==> src/design/ffsa_pkg.sv <==
// types and codes of the first-fit segment allocator
`default_nettype none
package ffsa_pkg;
  localparam int unsigned ADDR_BITS = 20;

  localparam logic CMD_ALLOC = 1'b0;
  localparam logic CMD_FREE  = 1'b1;

  localparam logic [1:0] ST_OK       = 2'd0;
  localparam logic [1:0] ST_NOFIT    = 2'd1;
  localparam logic [1:0] ST_FULL     = 2'd2;
  localparam logic [1:0] ST_NOTFOUND = 2'd3;

  localparam logic [0:0] REG_REGION_SIZE = 1'd0;

  typedef struct packed {
    logic        cmd;
    logic [20:0] req_size;
    logic [20:0] req_align;
    logic [19:0] block_offset;
  } req_t;

  typedef struct packed {
    logic [1:0]  status;
    logic [19:0] grant_offset;
    logic [20:0] grant_size;
  } rsp_t;

  // divider handshake
  typedef struct packed {
    logic start;
  } div_ctl_t;

  typedef struct packed {
    logic busy;
    logic done;
  } div_sts_t;
endpackage
`default_nettype wire

==> src/design/ffsa_rem.sv <==
// bit-serial remainder unit, one quotient bit per cycle
`default_nettype none
module ffsa_rem #(
  parameter int unsigned NB = 21
) (
  input  logic                clk_i,
  input  logic                rst_ni,
  input  ffsa_pkg::div_ctl_t  ctl_i,
  input  logic [NB-1:0]       num_i,
  input  logic [NB-1:0]       den_i,
  output ffsa_pkg::div_sts_t  sts_o,
  output logic [NB-1:0]       rem_o
);
  import ffsa_pkg::*;
  localparam int unsigned CW = $clog2(NB + 1);

  logic [CW-1:0] cnt_q, cnt_d;
  logic          busy_q, busy_d, done_q, done_d;
  logic [NB-1:0] num_q, num_d, den_q, den_d;
  logic [NB:0]   rem_q, rem_d;
  logic [NB:0]   shifted;

  assign shifted = {rem_q[NB-1:0], num_q[NB-1]};

  always_comb begin
    cnt_d = cnt_q; busy_d = busy_q; done_d = 1'b0;
    num_d = num_q; den_d = den_q; rem_d = rem_q;
    if (ctl_i.start) begin
      busy_d = 1'b1; cnt_d = CW'(NB); num_d = num_i; den_d = den_i;
      rem_d = '0;
    end else if (busy_q) begin
      num_d = {num_q[NB-2:0], 1'b0};
      if (shifted >= {1'b0, den_q}) rem_d = shifted - {1'b0, den_q};
      else rem_d = shifted;
      cnt_d = cnt_q - CW'(1);
      if (cnt_q == CW'(1)) begin
        busy_d = 1'b0; done_d = 1'b1;
      end
    end
  end

  always_ff @(posedge clk_i or negedge rst_ni) begin
    if (!rst_ni) begin
      cnt_q <= '0; busy_q <= 1'b0; done_q <= 1'b0;
    end else begin
      cnt_q <= cnt_d; busy_q <= busy_d; done_q <= done_d;
    end
  end

  always_ff @(posedge clk_i) begin
    num_q <= num_d; den_q <= den_d; rem_q <= rem_d;
  end

  assign sts_o.busy = busy_q;
  assign sts_o.done = done_q;
  assign rem_o = rem_q[NB-1:0];
endmodule
`default_nettype wire

==> src/design/first_fit_segment_allocator.sv <==
// first-fit segment allocator, top level
// Requests arrive on req_valid_i/req_ready_o with a req_t payload (cmd, req_size,
// req_align, block_offset); each request gives one response on rsp_valid_o/rsp_ready_i.
// The block handles one request at a time: ready is low from acceptance until the
// response register is free again.
// A free walks the segment table one entry at a time, each through a registered memory
// read (S_RD, then S_CHK); a match goes through S_FWB and S_RSP to a valid response.
// An allocate walks the table the same way; for each free candidate the remainder unit
// computes its start modulo the alignment (S_DIVW), S_FIT tests the fit, and a split
// (S_SPLIT, if the segment is larger) and write-back (S_WB) follow before S_RSP.
// The response waits in its output register while the receiver stalls; a new
// request is taken only after that response is gone.
// After reset the table holds one free segment of 65536 bytes; entry 0 is written in
// the first cycle after reset, and ready stays low in that cycle. Writing region_size
// over the APB port in S_IDLE resets the table to one free segment of the new size;
// the table memory needs no clearing since entries past seg_count are never read.
`default_nettype none
module first_fit_segment_allocator #(
  parameter int unsigned MAX_SEGMENTS = 64
) (
  input  logic                clk_i,
  input  logic                rst_ni,
  input  logic                req_valid_i,
  output logic                req_ready_o,
  input  ffsa_pkg::req_t      req_i,
  output logic                rsp_valid_o,
  input  logic                rsp_ready_i,
  output ffsa_pkg::rsp_t      rsp_o,
  input  logic                psel,
  input  logic                penable,
  input  logic                pwrite,
  input  logic [1:0]          paddr,
  input  logic [31:0]         pwdata,
  output logic [31:0]         prdata,
  output logic                pready
);
  import ffsa_pkg::*;
  localparam int unsigned IW = $clog2(MAX_SEGMENTS);
  localparam int unsigned CW = $clog2(MAX_SEGMENTS + 1);
  localparam int unsigned SW = 21;
  localparam int unsigned OW = 20;
  localparam logic [SW:0] RMAX = (SW+1)'(64'd1 << ADDR_BITS);

  localparam logic [3:0] S_IDLE  = 4'd0;
  localparam logic [3:0] S_RD    = 4'd1;
  localparam logic [3:0] S_CHK   = 4'd2;
  localparam logic [3:0] S_DIVW  = 4'd3;
  localparam logic [3:0] S_FIT   = 4'd4;
  localparam logic [3:0] S_SPLIT = 4'd5;
  localparam logic [3:0] S_WB    = 4'd6;
  localparam logic [3:0] S_FWB   = 4'd7;
  localparam logic [3:0] S_RSP   = 4'd8;

  logic [3:0]    state_q, state_d;
  logic [CW-1:0] cnt_q, cnt_d;
  logic [IW-1:0] idx_q, idx_d;
  logic [SW-1:0] region_q, region_d;
  req_t          req_q, req_d;
  rsp_t          rsp_q, rsp_d;
  logic          rsp_vq, rsp_vd;
  logic [SW-1:0] avail_q, avail_d;
  logic [SW-1:0] start_q, start_d;
  logic          init_q;

  logic [OW-1:0] st_mem [MAX_SEGMENTS];
  logic [SW-1:0] ln_mem [MAX_SEGMENTS];
  logic          fr_mem [MAX_SEGMENTS];
  logic [OW-1:0] st_rd;
  logic [SW-1:0] ln_rd;
  logic          fr_rd;

  logic          we;
  logic [IW-1:0] wa;
  logic [OW-1:0] wst;
  logic [SW-1:0] wln;
  logic          wfr;

  div_ctl_t      dctl;
  div_sts_t      dsts;
  logic [SW-1:0] rem;
  logic [SW-1:0] align_eff;
  logic [SW:0]   pad;
  logic          cfg_wr;
  logic [SW-1:0] cfg_v;

  assign align_eff = (req_q.req_align == '0) ? SW'(1) : req_q.req_align;
  assign pad = (rem == '0) ? '0 : ({1'b0, align_eff} - {1'b0, rem});

  ffsa_rem #(.NB(SW)) u_rem (
    .clk_i, .rst_ni, .ctl_i(dctl),
    .num_i(SW'(st_rd)), .den_i(align_eff),
    .sts_o(dsts), .rem_o(rem)
  );

  assign pready = 1'b1;
  assign cfg_wr = psel && penable && pwrite && (paddr[1:1] == REG_REGION_SIZE);
  always_comb begin
    cfg_v = pwdata[SW-1:0];
    if (cfg_v == '0) cfg_v = SW'(1);
    if ({1'b0, cfg_v} > RMAX) cfg_v = RMAX[SW-1:0];
  end
  assign prdata = (paddr[1:1] == REG_REGION_SIZE) ? {11'd0, region_q} : '0;

  always_ff @(posedge clk_i) begin
    if (we) begin
      st_mem[wa] <= wst; ln_mem[wa] <= wln; fr_mem[wa] <= wfr;
    end
    st_rd <= st_mem[idx_q]; ln_rd <= ln_mem[idx_q]; fr_rd <= fr_mem[idx_q];
  end

  always_comb begin
    state_d = state_q; cnt_d = cnt_q; idx_d = idx_q; region_d = region_q;
    req_d = req_q; rsp_d = rsp_q; rsp_vd = rsp_vq;
    avail_d = avail_q; start_d = start_q;
    we = 1'b0; wa = idx_q; wst = st_rd; wln = ln_rd; wfr = fr_rd;
    dctl.start = 1'b0;
    // seed entry 0 with the reset region in the first cycle after reset
    if (init_q) begin
      we = 1'b1; wa = '0; wst = '0; wln = region_q; wfr = 1'b1;
    end
    if (rsp_vq && rsp_ready_i) rsp_vd = 1'b0;
    case (state_q)
      S_IDLE: begin
        if (cfg_wr) begin
          region_d = cfg_v; cnt_d = CW'(1);
          we = 1'b1; wa = '0; wst = '0; wln = cfg_v; wfr = 1'b1;
        end else if (req_valid_i && req_ready_o) begin
          req_d = req_i; idx_d = '0;
          if (req_i.cmd == CMD_ALLOC &&
              (req_i.req_size == '0 || req_i.req_size > region_q)) begin
            rsp_d = '{ST_NOFIT, '0, '0}; state_d = S_RSP;
          end else begin
            state_d = S_RD;
          end
        end
      end
      S_RD: state_d = S_CHK;
      S_CHK: begin
        if (req_q.cmd == CMD_FREE) begin
          if (st_rd == req_q.block_offset && ln_rd == req_q.req_size) begin
            state_d = S_FWB;
          end
        end else if (fr_rd) begin
          dctl.start = 1'b1; state_d = S_DIVW;
        end
        if (state_d == S_CHK) begin
          if ({1'b0, idx_q} + (IW+1)'(1) >= (IW+1)'(cnt_q)) begin
            rsp_d = '{(req_q.cmd == CMD_FREE) ? ST_NOTFOUND : ST_NOFIT, '0, '0};
            state_d = S_RSP;
          end else begin
            idx_d = idx_q + IW'(1); state_d = S_RD;
          end
        end
      end
      S_DIVW: if (dsts.done) state_d = S_FIT;
      S_FIT: begin
        if (pad <= {1'b0, ln_rd} && (ln_rd - pad[SW-1:0]) >= req_q.req_size) begin
          avail_d = ln_rd - pad[SW-1:0];
          start_d = SW'(st_rd) + pad[SW-1:0];
          if (avail_d > req_q.req_size) begin
            if (cnt_q >= CW'(MAX_SEGMENTS)) begin
              rsp_d = '{ST_FULL, '0, '0}; state_d = S_RSP;
            end else state_d = S_SPLIT;
          end else state_d = S_WB;
        end else if ({1'b0, idx_q} + (IW+1)'(1) >= (IW+1)'(cnt_q)) begin
          rsp_d = '{ST_NOFIT, '0, '0}; state_d = S_RSP;
        end else begin
          idx_d = idx_q + IW'(1); state_d = S_RD;
        end
      end
      S_SPLIT: begin
        we = 1'b1; wa = cnt_q[IW-1:0];
        wst = OW'(start_q + req_q.req_size);
        wln = avail_q - req_q.req_size; wfr = 1'b1;
        cnt_d = cnt_q + CW'(1); state_d = S_WB;
      end
      S_WB: begin
        we = 1'b1; wst = start_q[OW-1:0]; wln = req_q.req_size; wfr = 1'b0;
        rsp_d = '{ST_OK, start_q[OW-1:0], req_q.req_size}; state_d = S_RSP;
      end
      S_FWB: begin
        we = 1'b1; wfr = 1'b1;
        rsp_d = '{ST_OK, '0, '0}; state_d = S_RSP;
      end
      S_RSP: begin
        rsp_vd = 1'b1; state_d = S_IDLE;
      end
      default: state_d = S_IDLE;
    endcase
  end

  always_ff @(posedge clk_i or negedge rst_ni) begin
    if (!rst_ni) begin
      state_q <= S_IDLE; cnt_q <= CW'(1); idx_q <= '0;
      region_q <= SW'(65536); rsp_vq <= 1'b0;
    end else begin
      state_q <= state_d; cnt_q <= cnt_d; idx_q <= idx_d;
      region_q <= region_d; rsp_vq <= rsp_vd;
    end
  end

  // entry 0 after reset is written by a one-time init flag
  always_ff @(posedge clk_i or negedge rst_ni) begin
    if (!rst_ni) init_q <= 1'b1;
    else init_q <= 1'b0;
  end

  always_ff @(posedge clk_i) begin
    req_q <= req_d; rsp_q <= rsp_d; avail_q <= avail_d; start_q <= start_d;
  end

  assign req_ready_o = (state_q == S_IDLE) && !rsp_vq && !cfg_wr && !init_q;
  assign rsp_valid_o = rsp_vq;
  assign rsp_o = rsp_q;
endmodule
`default_nettype wire

==> config.mk <==
export PLATFORM = sky130hd
export DESIGN_NAME = first_fit_segment_allocator
export DESIGN_NICKNAME = d
export VERILOG_FILES = /design/src/design/ffsa_pkg.sv /design/src/design/ffsa_rem.sv /design/src/design/first_fit_segment_allocator.sv
export SDC_FILE = /design/constraint.sdc
export NUM_CORES = 2
export LEC_CHECK = 0
export BUFFER_PORTS_ARGS = -buffer_cell sky130_fd_sc_hd__clkbuf_2
export CAP_MARGIN = 0
export CORE_ASPECT_RATIO = 1.1
export CORE_UTILIZATION = 45
export CTS_BUF_LIST = sky130_fd_sc_hd__clkbuf_16
export CTS_CLUSTER_DIAMETER = 40
export CTS_CLUSTER_SIZE = 10
export DETAILED_ROUTE_END_ITERATION = 10
export GPL_ROUTABILITY_DRIVEN = 0
export HOLD_SLACK_MARGIN = 0.12
export PLACE_DENSITY = 0.64
export SLEW_MARGIN = 10
export SYNTH_ARGS = -nofsm -noshare
export SYNTH_HDL_FRONTEND = slang
export SYNTH_SLANG_ARGS = --single-unit
==> constraint.sdc <==
create_clock -name clk_i -period 21.2 [get_ports clk_i]
set_clock_uncertainty 0.1 [all_clocks]
set_input_delay 1.06 -clock clk_i [delete_from_list [all_inputs] [get_ports clk_i]]
set_output_delay 1.06 -clock clk_i [all_outputs]
set_load 0.05 [all_outputs]
# Yosys cells after proc, flatten, opt, wreduce, memory -nomap -nowiden
# Memory sizes are Yosys's and may differ from the RTL's. A register that Yosys moved wholly into a read port is not among the register bits.
# Cells that the tools add are included.
dict set report classes {
  bitwise 3
  add_sub_neg 10
  n_reduce_logical 35
  n_eq_ne 23
  muxes 71
  n_lt_le_gt_ge 8
}
# operator count
set op_table {}
lappend op_table {{two-way mux 43 bit} 9}
lappend op_table {{case mux 43 bit (5 select lines)} 1}
lappend op_table {{two-way mux 21 bit} 7}
lappend op_table {{zero test 21 bit} 4}
lappend op_table {{two-way mux 20 bit} 4}
lappend op_table {{case mux 21 bit (3 select lines)} 1}
lappend op_table {{subtractor 21 bit} 3}
lappend op_table {{case mux 20 bit (3 select lines)} 1}
lappend op_table {{two-way mux 4 bit} 13}
lappend op_table {{greater-than comparator 21 bit} 2}
lappend op_table {{two-way mux 6 bit} 7}
lappend op_table {{adder 20 bit} 2}
lappend op_table {{case mux 4 bit (7 select lines)} 1}
lappend op_table {{>= comparator 22 x 21 -> 1 bit} 1}
lappend op_table {{<= comparator 22 x 21 -> 1 bit} 1}
lappend op_table {{two-way mux 22 bit} 1}
lappend op_table {{subtractor 21 x 21 -> 22 bit} 1}
lappend op_table {{== test 21 bit} 1}
lappend op_table {{>= comparator 21 bit} 1}
lappend op_table {{greater-than comparator 21 bit (second input constant)} 1}
lappend op_table {{== test 20 bit} 1}
lappend op_table {{case mux 6 bit (3 select lines)} 1}
lappend op_table {{two-way mux 1 bit} 17}
lappend op_table {{== test 4 x 3 -> 1 bit (second input constant)} 4}
lappend op_table {{other kinds (34)} 65}
dict set report word_totals {
  memories 3
  out_inout_bits 78
  input_bits 104
  ramBits 2688
  reg_bits 257
  elab_cells 175
}
# name words width read_ports rd_clocked_by_memory_dff write_ports line
set memory_table {}
lappend memory_table {ln_mem 64 21 1 1 1 first_fit_segment_allocator.sv:66} ;# logic [SW-1:0] ln_mem [MAX_SEGMENTS];
lappend memory_table {st_mem 64 20 1 1 1 first_fit_segment_allocator.sv:65} ;# logic [OW-1:0] st_mem [MAX_SEGMENTS];
lappend memory_table {fr_mem 64 1 1 1 1 first_fit_segment_allocator.sv:67} ;# logic fr_mem [MAX_SEGMENTS];

# Longest topological paths before layout
dict set report logic_depth {
  depth_word 10
  mapped_depth 33
  mapped_depth_nobuf 32
}

# By module
# From an unflattened synthesis, not the netlist that was laid out.
dict set report unflattened {
  cells_unflattened 6552
  area_unflattened_um2 122356.1
}
# module seq_area_each_um2 cells_each n_inst area_per_inst_um2
set modules_own_cells {}
lappend modules_own_cells {first_fit_segment_allocator 86977.2 6177 1 118453.6}
lappend modules_own_cells {ffsa_rem 1856.8 375 1 3902.5}

# Worst setup path after synthesis
# Ideal clock, no wire load.
dict set report synth_timing {
  kind {register to register}
  startpoint {register req_q[26] (netlist name)}
  endpoint {register rsp_q (netlist bit rsp_o[0]) (enable)}
  synth_period_minus_slack_ps 9048
  path_stages_with_launch 31
  arrival_ps 8442
  path_slack_ps 12152
  required_time_ps 20594
  n_path_buf 0
  setup_time_ps 506
  path_cell_list {edfxtp_1 -> nor4_1 -> and3_1 -> a31oi_1 -> ha_1 -> fa_1 -> nor2b_1 -> o21ai_0 -> a21oi_1 -> o31ai_1 -> nor2b_1 -> xnor2_1 -> nand2_1 -> inv_1 -> ha_1 -> a41oi_1 -> o21ai_0 -> o2111ai_1 -> a41oi_1 -> a211o_1 -> a21oi_1 -> xnor2_1 -> ha_1 -> a21o_1 -> a21oi_1 -> o21ai_0 -> a221oi_1 -> nand2_1 -> o41ai_1 -> a221oi_1 -> nor3b_1}
}
dict set report synth_via {
  elab_chain_len 9
  word_cells_on_any_way 13
  classes_between {2 x add/sub; 3 x order compare; 3 x eq/ne; 2 x mux; 3 x reduce/logical}
}
# item line
set synth_lines {}
lappend synth_lines {{start: declaration} first_fit_segment_allocator.sv:58} ;# req_t req_q, req_d;
lappend synth_lines {{start signal: assignment} first_fit_segment_allocator.sv:209} ;# req_q <= req_d; rsp_q <= rsp_d; avail_q <= avail_d; start_q <= start_d;
lappend synth_lines {{zero test 21 bit} first_fit_segment_allocator.sv:86} ;# assign align_eff = (req_q.req_align == '0) ? SW'(1) : req_q.req_align;
lappend synth_lines {{two-way mux 21 bit (*)} first_fit_segment_allocator.sv:86}
lappend synth_lines {{subtractor 21 x 21 -> 22 bit (*)} first_fit_segment_allocator.sv:87} ;# assign pad = (rem == '0) ? '0 : ({1'b0, align_eff} - {1'b0, rem});
lappend synth_lines {{two-way mux 22 bit (*)} first_fit_segment_allocator.sv:87}
lappend synth_lines {{subtractor 21 bit} {first_fit_segment_allocator.sv:157, first_fit_segment_allocator.sv:158}}
lappend synth_lines {{>= comparator 21 bit} first_fit_segment_allocator.sv:157} ;# if (pad <= {1'b0, ln_rd} && (ln_rd - pad[SW-1:0]) >= req_q.req_size) begin
lappend synth_lines {{logical AND 1 bit} first_fit_segment_allocator.sv:157}
lappend synth_lines {{!= test 3 bit (no source line)} n/a}
lappend synth_lines {{AND reduction 9 bit (no source line) (*)} n/a}
lappend synth_lines {{end signal: assignment} first_fit_segment_allocator.sv:209}
lappend synth_lines {{end: declaration} first_fit_segment_allocator.sv:59} ;# rsp_t rsp_q, rsp_d;
# Mark *: on every way between the ends. The rest lies on a longest branch, timed or not.
# A chain may end at the register's enable or synchronous reset.

# Final worst setup path
dict set report layout_timing {
  startpoint {register req_q[26] (netlist name)}
  endpoint {register idx_q[3]}
}
dict set report layout_via {
  elab_chain_len 9
  word_cells_on_any_way 10
  classes_between {2 x add/sub; 2 x order compare; 1 x eq/ne; 2 x mux; 3 x reduce/logical}
}
# item line
set layout_lines {}
lappend layout_lines {{zero test 21 bit} first_fit_segment_allocator.sv:86}
lappend layout_lines {{two-way mux 21 bit (*)} first_fit_segment_allocator.sv:86}
lappend layout_lines {{subtractor 21 x 21 -> 22 bit (*)} first_fit_segment_allocator.sv:87}
lappend layout_lines {{two-way mux 22 bit (*)} first_fit_segment_allocator.sv:87}
lappend layout_lines {{subtractor 21 bit} first_fit_segment_allocator.sv:157}
lappend layout_lines {{>= comparator 21 bit} first_fit_segment_allocator.sv:157}
lappend layout_lines {{logical AND 1 bit (*)} first_fit_segment_allocator.sv:157}
lappend layout_lines {{!= test 2 bit (no source line) (*)} n/a}
lappend layout_lines {{AND reduction 5 bit (no source line) (*)} n/a}
lappend layout_lines {{end signal: assignment} first_fit_segment_allocator.sv:197} ;# state_q <= state_d; cnt_q <= cnt_d; idx_q <= idx_d;
lappend layout_lines {{end: declaration} first_fit_segment_allocator.sv:56} ;# logic [IW-1:0] idx_q, idx_d;
# Marked as above.

==> impl_metrics.toml <==
[routing]
wire_per_inst_um = 32.14
drc = 0
dr_wl_met3_um = 32050
wl_um = 344700
firstDrtPassIters = 7
top_layer_used = "met5"
first_iter_violations = 8899
met1_length_um = 134300
vias = 67535
ant_nets = 0
wl_met2_um = 167000
via_per_inst = 6.298

[pwr]
power_density_nw_per_um2 = 133.5
power.total_mw = 18.59
p_leak_nw = 45.49
ir_worst_vdd_uv = 104.2

[synth]
ys_seq_elements = 2987
yosysWarnings = 0
ys_types = 94
synth_fa_ha_area_share_pct = 2.101
synth_area_um2 = 121800
ys.flop_type = "edfxtp_1"
synth-seq-area-share_pct = 72.90
synth_top_family_by_area = "multiplexers"
syn_inst = 6584
yosys.area.top_type = "edfxtp_1"
synth_edf_count = 2876
synthMuxAreaShare_pct = 13.70
synth_xor_area_share_pct = 0.9488
synth.top_cells.by_area = "edfxtp_1 71%, mux4_2 12%, mux2i_1 2.0%"
synth_top_area_share_pct = 70.88
yosys.area_share.simple_pct = 3.183
synth_async_sr_flop_share_pct = 1.573
syn_avg_cell_area_um2 = 18.51
synth_compound_area_share_pct = 5.311

[critical_path]
crit_path_start_kind = "register"
worstPathRequired_ns = 21.87
reg2reg_slack_ns = 13.20
ff2ff_path_depth = 30
crit_end = "idx_q[3]$_DFFE_PN0P_"
crit_path_top_delay_cell = "a221oi_1"
rr_startpoint = "req_q[26]$_DFFE_PP_"
critical_path.max_fanout = 50
startpoint = "req_q[26]$_DFFE_PP_"
critPathKind = "reg2reg"
worstPathArrival_ns = 8.67
cp-end-kind = "register"
cp_slowest_stage_delay_ns = 0.46
r2r-end = "idx_q[3]$_DFFE_PN0P_"

[grt]
grt_use_total_pct = 24.99
first_global_vias = 67126
overflow = 0
grt_antenna_before_repair = 17
grt_pass1_wl_um = 489700
grt_max_degree = 105

[cts]
cts_tree = "built"
cts_buffers = 385
ctsHoldBuffers = 0
cts.sinks = 2987
cts.clk_slew.worst_paths_ns = 0.06
insertion_delay_ns = 0.90
post_cts_buffers = 0
cts.path.max_buffers = 4
root_buffer = "clkbuf_16"
htreeDepth = 5
post_cts_resized = 0

[outcome]
outcome = "finished clean"

[cells_and_area]
drive_gt1_share_pct = 22.17
postLayoutCellArea_um2 = 139200
final_nets = 7277
final_common_cell = "edfxtp_1"
final_cells = 10724
mostFrequentLayoutCells = "2876 x edfxtp_1, 630 x mux4_2, 392 x clkbuf_16"
area_growth_pct = 14.23
utilization_pct = 51.64

[die]
io_pins = 182
rows = 200
dieArea_um2 = 272900
fp.coreArea_um2 = 269500
initial_core_util_pct = 45.21
die_x_um = 498.1
dieHeight_um = 547.8

[timing]
layout_setup_ws_ns = 13.20
rsz0062_at_grt = "false"
period_share_pct = 37.75
slew_violations = 0
hold_ws_ns = 0.2176
fin_tns_setup_ns = 0
slew_headroom_pct = 13.37
period_needed_ns = 8.003
worst_slew_pin_slew_ns = 1.286
max_freq_ghz = 0.1250
setup_viol = 0
hold_viol_final = 0

[placed_design]
hpwl_um = 195200
io_buffer_count = 157
placed_cell_area_um2 = 127600
pre_cts_ws_ns = 13.37
dp_cells = 10119

[hold_path]
hold_class = "in2async"

[job]
drv_cap = 0
==> worst min-delay path by stage <==
| stage | start | end | slack, ns | cells past startpoint |
|---|---|---|---|---|
| detailed placement | req_q[31]$_DFFE_PP_ | u_rem.den_q[11]$_DFFE_PP_ | 0.38 | 0 |
| floorplan | u_rem.num_q[19]$_DFFE_PP_ | u_rem.num_q[20]$_SDFFE_PP0P_ | 0.36 | 2 |
| global placement | u_rem.num_q[19]$_DFFE_PP_ | u_rem.num_q[20]$_SDFFE_PP0P_ | 0.38 | 2 |
| CTS | rst_ni | region_q[5]$_DFFE_PN0P_ | 0.19 | 2 |
| finish | rst_ni | region_q[5]$_DFFE_PN0P_ | 0.22 | 2 |
| global route | req_i[16] | req_q[16]$_DFFE_PP_ | 0.22 | 1 |
==> area by class of cell <==
class	instances	area, µm²
diodes	4	10.01
clock buffers	392	9809
clock inverters	208	1682
fillers	21071	130300
inverters	182	696.9
multi-input cells	3078	31490
flip-flops and latches	2987	88840
well taps	3535	4423
repair buffers	338	2232
==> sequential cells by signal (all words and copies together), names as in the netlist, 43 cells and up <==
| register | flops |
|---|---|
| st_mem | 1280 |
| fr_mem | 64 |
| rsp_o | 43 |
| req_q | 63 |
| ln_mem | 1344 |
==> cells by family (layout without fill, tap and decap cells) <==
logic type / count (synthesis) / count (layout)
compound gates: 992 / 992
simple gates: 860 / 860
other cells: 2 / 17
fa+ha+maj: 201 / 201
flops: 2987 / 2987
mux: 880 / 880
xor+xnor: 132 / 132
buf+inv: 530 / 1120
==> where the power goes <==
part	total [mW]	switching, mW	internal (mW)	leakage, nW
Combinational	4.95	3.15	1.80	12.2
Clock	5.95	2.37	3.58	5.89
Sequential	7.69	0.257	7.43	27.4
==> layer usage <==
metal,vias to the layer above,global-route usage [%]
met5,-,0
met4,4,8.116
met3,627,4.154
met2,3695,40.90
met1,35739,34.20
li1,27470,-
==> worst max-delay path: cells and delay by family (launching register included) <==
kind | cells | cell delay [ns]
and+or+nand+nor | 9 | 2.07
adders and majority gates | 4 | 1.41
DFF | 1 | 0.45
buffers and inverters | 2 | 0.46
xor gates and xnor gates | 1 | 0.34
AOI/OAI and AO/OA | 14 | 3.04
==> cells in the mapped netlist (6+ instances only) <==
library cell / count
nor4_1: 33
buf_2: 75
nand2_1: 331
dfxtp_1: 64
a211oi_1: 24
a31oi_1: 56
fa_1: 6
a221oi_1: 11
nand3_1: 34
buf_4: 42
o31ai_1: 12
a21oi_1: 261
o32ai_1: 9
and3_1: 13
o21bai_1: 7
mux4_2: 630
nand4_1: 25
buf_1: 25
nor3b_1: 7
clkbuf_1: 204
mux2i_1: 248
nor2_1: 248
o21ai_0: 207
ha_1: 195
o21a_1: 31
o311a_1: 7
xnor2_1: 72
inv_1: 177
a21o_1: 57
nor2b_1: 25
a221o_1: 12
dfrtp_1: 44
or3_1: 13
a311oi_1: 20
and2_1: 34
o221ai_1: 96
o22ai_1: 63
xor2_1: 60
nand2b_1: 25
nor3_1: 49
o211ai_1: 35
o21ai_1: 19
edfxtp_1: 2876
(Power assumes the default switching activity.)
